File: src/sv/tbsr_ram.sv
`timescale 1ns / 1ps
module tbsr_ram #(
  parameter int WIDTH = 8,
  parameter int DEPTH = 256
) (
  input  logic                     clk,
  input  logic                     we,
  input  logic [$clog2(DEPTH)-1:0] waddr,
  input  logic [WIDTH-1:0]         wdata,
  input  logic [$clog2(DEPTH)-1:0] raddr,
  output logic [WIDTH-1:0]         rdata
);

  logic [WIDTH-1:0] mem [DEPTH];

  always_ff @(posedge clk) begin
    if (we) begin
      mem[waddr] <= wdata;
    end
    rdata <= mem[raddr];
  end

endmodule

File: config.mk
export PLATFORM = sky130hd
export DESIGN_NAME = tbsr_ram
export DESIGN_NICKNAME = d
export VERILOG_FILES = /design/src/sv/tbsr_ram.sv
export SDC_FILE = /design/constraint.sdc
export NUM_CORES = 2
export LEC_CHECK = 0
export ABC_AREA = 1
export BUFFER_PORTS_ARGS = -buffer_cell sky130_fd_sc_hd__buf_2
export CAP_MARGIN = 20
export CELL_PAD_IN_SITES_DETAIL_PLACEMENT = 0
export CELL_PAD_IN_SITES_GLOBAL_PLACEMENT = 1
export CORE_MARGIN = 2
export CORE_UTILIZATION = 40
export CTS_CLUSTER_DIAMETER = 120
export CTS_CLUSTER_SIZE = 25
export DETAILED_ROUTE_END_ITERATION = 8
export GPL_ROUTABILITY_DRIVEN = 0
export PLACE_DENSITY = 0.7
export SETUP_SLACK_MARGIN = 0.15
export SYNTH_ARGS = -nofsm -noshare
export SYNTH_HDL_FRONTEND = slang
export SYNTH_SLANG_ARGS = --single-unit
File: constraint.sdc
create_clock -name clk -period 1.7 [get_ports clk]
set_clock_uncertainty 0.15 [all_clocks]
set_input_delay 0.085 -clock clk [delete_from_list [all_inputs] [get_ports clk]]
set_output_delay 0.085 -clock clk [all_outputs]
set_load 0.05 [all_outputs]
==> flow_summary.yaml <==
cts:
  insertion_delay_ps: 780
  path_clk_slew_ps: 110
  cts_buffers: 92
  cts_sinks: 2056
  cts_setup_buffers: 0
  root_buffer: "clkbuf_16"
  clockBufferDepth: 3
  cts_tree: "built"
  h-tree-depth: 3
grt:
  antenna_found_initial: 9
  top_usage_layer: "met2"
  grt_use_met3: 0.0275
  grtUsageMet1: 0.328
  grt_pass1_wl_mm: 361
  grtUsageTotal: 0.230
  grt-ovfl-total: 0
  grt_max_degree: 85
  use_met2: 0.373
  grt_pass1_vias: 53600
critical_path:
  critical_path.cell_chain: "nand2_1 > nand3_1 > nand3_1 > nand3_2 > nand3_2 > nand3_4 > nand3_1 > buf_4 > nand2_1 > nand2_1 > nand2_1"
  slowest_delay_ps: 380
  path_delay_family: "simple AND/OR/NAND/NOR gates"
  crit_required_ps: 2230
  slowest_stage: "edfxtp_1"
  worst-setup-path-type: "reg -> reg"
  end_kind: "flip-flop"
  crit_top_cell: "nand2_1"
  path_max_fanout: 1
  cp.arrival_ps: 2230
  start_kind: "flip-flop"
  crit_buf_inv: 1
timing:
  slew_headroom: 0.323
  rsz0062_at_grt: "true"
  finalCriticalPeriod_ps: 1700
  setup_viol: 1
  timing.final.ws_setup_ps: -0.867
  worst_slew_pin_slew_ps: 1010
  clock.fmax_ghz: 0.588
  fin_crit_sh: 1.00
  hold_viol: 0
  final_max_slew_viol_count: 0
cells_and_area:
  nNetsFinal: 7489
  syn_to_final_growth_pct: 17.6
  fillers: 18300
  drive_above_1_share: 0.172
  fin_util: 0.473
min_path:
  hp-class: "in -> reg"
floorplan:
  rows: 167
  die_h_um: 461
  num_io_pins: 34
  die_x_um: 461
  start_util: 0.403
  die_area_um2: 212000
  core_um2: 207000
synthesis:
  synth-seq-cells: 2056
  synthSimpleGateAreaFrac: 0.229
  synthMuxAreaShare: 0
  synth_area_per_cell_um2: 11.9
  netlist_top_cells_count: "nand2_1 (2123), edfxtp_1 (2048), nand3_1 (2019), nor2_1 (283), buf_2 (268)"
  seq_area_frac_synth: 0.739
  synth_top_family_by_area: "simple AND/OR/NAND/NOR gates"
  synth_cells: 7003
  yosys.area.top_type_share: 0.737
  yosys.area.top_type: "edfxtp_1"
  syn_nets: 7029
  synth_xor_area_frac: 0
  synth_fa_ha_area_frac: 0
  synth-compound-area-share: 0
  synth_cell_type_count: 14
  netlist_area_um2: 83400
  synthFlopType: "edfxtp_1"
  synth_area_leaders: "edfxtp_1 (74%), nand3_1 (12%), nand2_1 (9.6%)"
  yosysMostFrequentCell: "nand2_1"
  synth_edf_count: 2048
  postSynth.asyncResetShare: 0
  yosys_warnings: 0
pwr:
  powerDensity_nw_per_um2: 918
  ir_worst_vdd_mv: 0.730
  pwr-share-seq: 0.621
  p_leak_nw: 34.6
  p_comb_frac: 0.094
  clockPowerShare: 0.285
  p_switching_mw: 21.1
  swShare: 0.234
  intPower_mw: 69.0
  power_mw: 90.0
outcome:
  status: "finished, violations left"
  violations: "negative setup slack"
routing:
  routedWlPerCell_um: 23.9
  postRouteAntennaNets: 0
  dr.first_iter.drc_count: 6218
  viasPerCell: 5.43
  dr.pass1.iters: 6
  vias: 55800
  wirelength_mm: 246
  drc: 0
place:
  port-buffer-count: 33
  detailed_place_hpwl_mm: 159
flow_run:
  maxCapViolCount: 0
[through the flow]
stage | setup WS, ps | area [µm²] | hold slack [ps] | std cells | TNS, ps
after floorplan | 107 | 83700 | 33.9 | 7003 | 0
after global placement | -1030 | 93300 | 198 | 10100 | -41590
after detailed placement | -996 | 93300 | 196 | 10100 | -48290
after CTS | 8.62 | 97500 | 4.36 | 10300 | 0
after global routing | -82.7 | 98000 | 56.6 | 10300 | -451
final | -0.867 | 98000 | 51.8 | 10300 | -0.867
[logic make-up (layout without fill, tap and decap cells)]
| group | after synthesis | count (layout) |
|---|---|---|
| simple gates | 4425 | 4425 |
| buf+inv | 522 | 1013 |
| flops | 2056 | 2056 |
| other cells | 0 | 1 |
[repair_timing]
item	CTS	global route
resized for setup	312	104
setup endpoints to repair	16	51
hold buffers	15	0
endpoints found under the hold margin	2264	0
pin swaps	60	52
[worst register-to-register path: stages, from the launching register on]
cell	delay [ps]
edfxtp_1	380
nand2_1	70
nand3_1	80
nand3_1	110
nand3_2	150
nand3_2	160
nand3_4	110
nand3_1	110
buf_4	140
nand2_1	60
nand2_1	50
nand2_1	60
[flip-flops by register name, summed over array words and instances (netlist names)]
| signal | cells |
|---|---|
| mem | 2048 |
| rdata | 8 |
[power by group through the flow]
stage	combinational, mW	clock, mW	sequential, mW
floorplan	3.47	0	57.1
global placement	7.78	0	57.0
detailed placement	7.82	0	57.0
CTS	8.33	26.2	55.9
global route	9.07	27.7	55.9
finish	8.48	25.7	55.9
[layout make-up]
class                           instances  area, µm²  share of cell area
Inverter                               39        180             0.00184
Sequential cell                      2056      61700               0.629
Timing Repair Buffer                  849       8830              0.0901
Clock inverter                          3       55.1            0.000562
Tap cell                             2788       3490              0.0356
Antenna cell                            1       2.50           0.0000255
Multi-Input combinational cell       4425      21300               0.217
Clock buffer                          122       2480              0.0253
[cells in the final DEF, fill, tap and decap left out, drive strengths merged]
master / n
buf: 834
bufinv: 1
clkbuf: 122
dfxtp: 8
diode: 1
dlygate4sd3: 15
edfxtp: 2048
inv: 41
nand2: 2123
nand3: 2019
nor2: 283
[final timing paths]
| kind | depth (start not counted) | slack, ps | to | startpoint |
|---|---|---|---|---|
| setup reg to reg | 11 | -0.9 | rdata[1] | mem[89][1] |
| hold reg to reg | 10 | 840 | rdata[7] | mem[36][7] |
| hold / removal | 5 | 50 | mem[207][7] | we |
| setup / recovery | 11 | -0.9 | rdata[1] | mem[89][1] |
[metal layers]
layer,vias up,share of wire
met2,1986,0.47
met1,27900,0.43
li1,25600,-
met4,4,0.027
met3,277,0.071
met5,-,0.00011
Power figures use the tool's default switching activity.
