[config.mk]
export PLATFORM = sky130hd
export DESIGN_NAME = tbsr_fifo
export DESIGN_NICKNAME = d
export VERILOG_FILES = /design/src/sv/tbsr_pkg.sv /design/src/sv/tbsr_fifo.sv
export SDC_FILE = /design/constraint.sdc
export NUM_CORES = 1
export LEC_CHECK = 0
export BUFFER_PORTS_ARGS = -buffer_cell sky130_fd_sc_hd__buf_2
export CAP_MARGIN = 15
export CORE_MARGIN = 4
export CORE_UTILIZATION = 45
export CTS_CLUSTER_DIAMETER = 80
export CTS_CLUSTER_SIZE = 14
export DETAILED_ROUTE_END_ITERATION = 12
export MAX_ROUTING_LAYER = met4
export PLACE_DENSITY = 0.69
export SLEW_MARGIN = 20
export SYNTH_ARGS = -nofsm -noshare
export SYNTH_HDL_FRONTEND = slang
export SYNTH_SLANG_ARGS = --single-unit
[constraint.sdc]
create_clock -name clk -period 3.8 [get_ports clk]
set_input_delay 0.57 -clock clk [delete_from_list [all_inputs] [get_ports clk]]
set_output_delay 0.57 -clock clk [all_outputs]
set_load 0.01 [all_outputs]
[src/sv/tbsr_pkg.sv]
`timescale 1ns / 1ps
package tbsr_pkg;

  // action codes
  localparam logic [2:0] ACT_PATTERN   = 3'd0;
  localparam logic [2:0] ACT_NAMETABLE = 3'd1;
  localparam logic [2:0] ACT_PALETTE   = 3'd2;
  localparam logic [2:0] ACT_SCROLL    = 3'd3;
  localparam logic [2:0] ACT_RENDER    = 3'd4;

  // configuration register indexes
  localparam int         CFG_IDX_W        = 1;
  localparam int         CFG_DATA_W       = 12;
  localparam logic [0:0] CFG_MIRROR       = 1'b0;
  localparam logic [0:0] CFG_PATTERN_BASE = 1'b1;

  // store geometry
  localparam int PATTERN_BYTES   = 4096;
  localparam int PATTERN_AW      = $clog2(PATTERN_BYTES);
  localparam int NAMETABLE_BYTES = 2048;
  localparam int NT_AW           = $clog2(NAMETABLE_BYTES);
  localparam int PALETTE_BYTES   = 32;
  localparam int PAL_AW          = $clog2(PALETTE_BYTES);

  // attribute block sits at offset 960 of each 1 KiB table
  localparam logic [3:0] ATTR_ROW_HI = 4'b1111;

  // coarse Y wrap points
  localparam logic [4:0] CY_WRAP_TOGGLE = 5'd29;
  localparam logic [4:0] CY_WRAP_PLAIN  = 5'd31;

  localparam int         LINE_PIXELS = 256;
  localparam logic [7:0] LINE_LAST   = 8'(LINE_PIXELS - 1);

  // result queue
  localparam int FIFO_DEPTH = 8;
  localparam int FIFO_AW    = $clog2(FIFO_DEPTH);

  typedef struct packed {
    logic [7:0] pixel;
    logic       line_end;
  } pix_t;

endpackage

[src/sv/tbsr_fifo.sv]
`timescale 1ns / 1ps
module tbsr_fifo import tbsr_pkg::*; (
  input  logic             clk,
  input  logic             rst,
  input  logic             push,
  input  pix_t             push_item,
  input  logic             pop,
  output logic             nonempty,
  output pix_t             head,
  output logic [FIFO_AW:0] count
);

  pix_t               slots [FIFO_DEPTH];
  logic [FIFO_AW-1:0] wr_ptr;
  logic [FIFO_AW-1:0] rd_ptr;

  always_ff @(posedge clk) begin
    if (push) begin
      slots[wr_ptr] <= push_item;
    end
  end

  always_ff @(posedge clk) begin
    if (rst) begin
      wr_ptr <= '0;
      rd_ptr <= '0;
      count  <= '0;
    end else begin
      if (push) begin
        wr_ptr <= wr_ptr + 1'b1;
      end
      if (pop) begin
        rd_ptr <= rd_ptr + 1'b1;
      end
      unique case ({push, pop})
        2'b10:   count <= count + 1'b1;
        2'b01:   count <= count - 1'b1;
        default: count <= count;
      endcase
    end
  end

  assign nonempty = (count != '0);
  assign head     = slots[rd_ptr];

endmodule
==> metrics.cfg <==
[run_status]
outcome = completed

[clock_network]
htree_levels = 3
clock_latency_ns = 0.34
path_clk_slew_ns = 0.08
clk_path_buf_depth = 2
numCtsBuffers = 9
cts_tree = built
postCtsResizedCells = 0
postCtsSetupBuffers = 0
clkSinkCount = 85
clockRootBuffer = clkbuf_8
ctsHoldBuffers = 0

[final_layout]
layout.nets = 224
drive_gt1_share_pct = 25.1
syn_to_final_growth_pct = 11.3
n_antenna_cell = 0
fillers = 630

[detailed_routing]
drt_iter0_drc = 41
drt_pass1_iterations = 4
wl_per_cell_um = 17.1
drcViolationCount = 0
vias = 1605
ant_nets = 0
finalWirelength_um = 5290
viasPerCell = 5.18

[global_route]
grt_pass1_wl_um = 8430
grt_remaining_overflow = 0
track_usage_pct = 13.5
antenna_found_initial = 0
grt_max_degree = 19
grt_pass1_vias = 1620

[floorplanning]
initial_core_util_pct = 46.6
dieWidth_um = 94.9
row_count = 31
io-pin-count = 27
core_um2 = 7290
die_y_um = 94.9
die-area_um2 = 9010

[pwr]
finalPower_w = 0.00175
leakagePower_nw = 1.31
ir_drop_mv = 0.199
pwr_density_cell_nw_per_um2 = 462

[yosys]
ys_async_sr_fraction_pct = 0
seq_area_frac_synth_pct = 71.3
synth_edf_count = 72
synth_ff_type = edfxtp_1
synthCells = 174
yosysWarningCount = 0
synth_top_area_share_pct = 63.6
synth_cell_types = 26
synthTopCellsByArea = edfxtp_1, mux4_1, dfxtp_1, mux2_2, ha_1
syn_nets = 192
syn_avg_cell_area_um2 = 19.5
yosys_register_bits = 85
yosys.area.top_type = edfxtp_1
syn_area_um2 = 3400

[critical_path]
worst_path_max_delay_cell = dfxtp_1
path_cells = mux4_1, mux2_2, buf_2
critical_path_class = reg2out
required_ns = 3.23
start_kind = register
rr_startpoint = wr_ptr[0]$_SDFFE_PP0P_
slowest_delay_ns = 0.83
crit_fanout = 18
cp_data_arrival_time_ns = 2.00
end_kind = output pin

[min_path]
min_from = push_item[7]
hp-class = in2reg

[timing]
finalClockSkew_ns = 0.00729
timing.final.crit_share_pct = 67.7
drv_slew = 0
max_freq_mhz = 389
maxSlewHeadroom_pct = 33.3
hold_viol_final = 0
finalSetupViolCount = 0
worst_pin_slew_ns = 0.997
fin_crit_ns = 2.57
rsz0062_at_grt = false
tns_ns = 0

[run]
cap_viol_max_count = 0

[placed_design]
port_buffers = 26
hpwl_um = 3370
place.gp.congestion = 0.736

cells in the mapped netlist (all sizes together), types with 4 or more instances:
library cell and count:
mux4 18, mux2 10, nand2 6, dfxtp 13, xor2 5, nor2 15
ha 5, edfxtp 72, buf 4
worst max-delay path, delay by kind of cell (launching register included):
family / cells / cell delay, ns
DFF: 1 / 0.83
muxes: 2 / 0.69
buffers and inverters: 1 / 0.14
logic make-up after synthesis:
logic type / synth area share [%]
buffers and inverters: 1.62
and+or+nand+nor: 4.49
xor gates and xnor gates: 1.55
adders and majority gates: 1.84
AOI/OAI and AO/OA: 1.10
DFF: 71.3
muxes: 18.1
cells in the final DEF (no fill, tap or decap), types with 5 or more instances in the layout:
cell type,instances
buf_2,26
clkbuf_8,9
dfxtp_1,13
edfxtp_1,72
ha_1,5
mux2_2,10
mux4_1,18
nand2_1,6
nor2_1,14
xor2_1,5
area by class of cell:
cell class | instances | area [um^2] | share of cell area, %
flip-flops and latches | 85 | 2420 | 64.1
multi-input cells | 81 | 928 | 24.6
repair buffers | 28 | 145 | 3.84
clock buffers | 10 | 128 | 3.38
well taps | 99 | 124 | 3.28
clock inverters | 6 | 30.0 | 0.794
inverters | 1 | 3.75 | 0.0993
state kept, by name, summed over array words and instances, names as in the netlist, named ones only:
name    cells
count       4
rd_ptr      3
slots      72
wr_ptr      3
path summary, 6_finish.rpt:
path / to / slack, ns / depth (start not counted)
hold reg to reg: wr_ptr[0]$_SDFFE_PP0P_ / 0.51 / 2
hold / removal: slots[5][7]$_DFFE_PP_ / 0.49 / 1
setup / recovery: head[4] / 1.23 / 3
setup reg to reg: slots[6][1]$_DFFE_PP_ / 2.06 / 2
power breakdown:
group | internal [W] | total [W] | leakage (nW) | switching, W
Sequential | 0.00104 | 0.00106 | 0.761 | 0.0000226
Clock | 0.000229 | 0.000517 | 0.0809 | 0.000287
Combinational | 0.0000883 | 0.000170 | 0.470 | 0.0000814
Total | 0.00136 | 0.00175 | 1.31 | 0.000391
metrics by stage:
stage               instance area [um^2]  hold slack [ns]  setup WS, ns  util, %  cells
floorplan                           3400            0.462          1.84        -    174
global placement                    3620            0.482          1.57     49.7    294
detailed placement                  3620            0.494          1.52     49.7    294
CTS                                 3780            0.481          1.14     51.8    310
global route                        3780            0.500          1.08     51.9    310
finish                              3780            0.495          1.23     51.9    310
routing by layer:
layer | part of all wire, % | GRT usage (%)
met5 | 0 | -
met4 | 2.4 | 7.21
met3 | 4.8 | 2.71
met2 | 50 | 21.3
met1 | 43 | 16.5
Note: power is estimated with default switching activity, not from simulation.
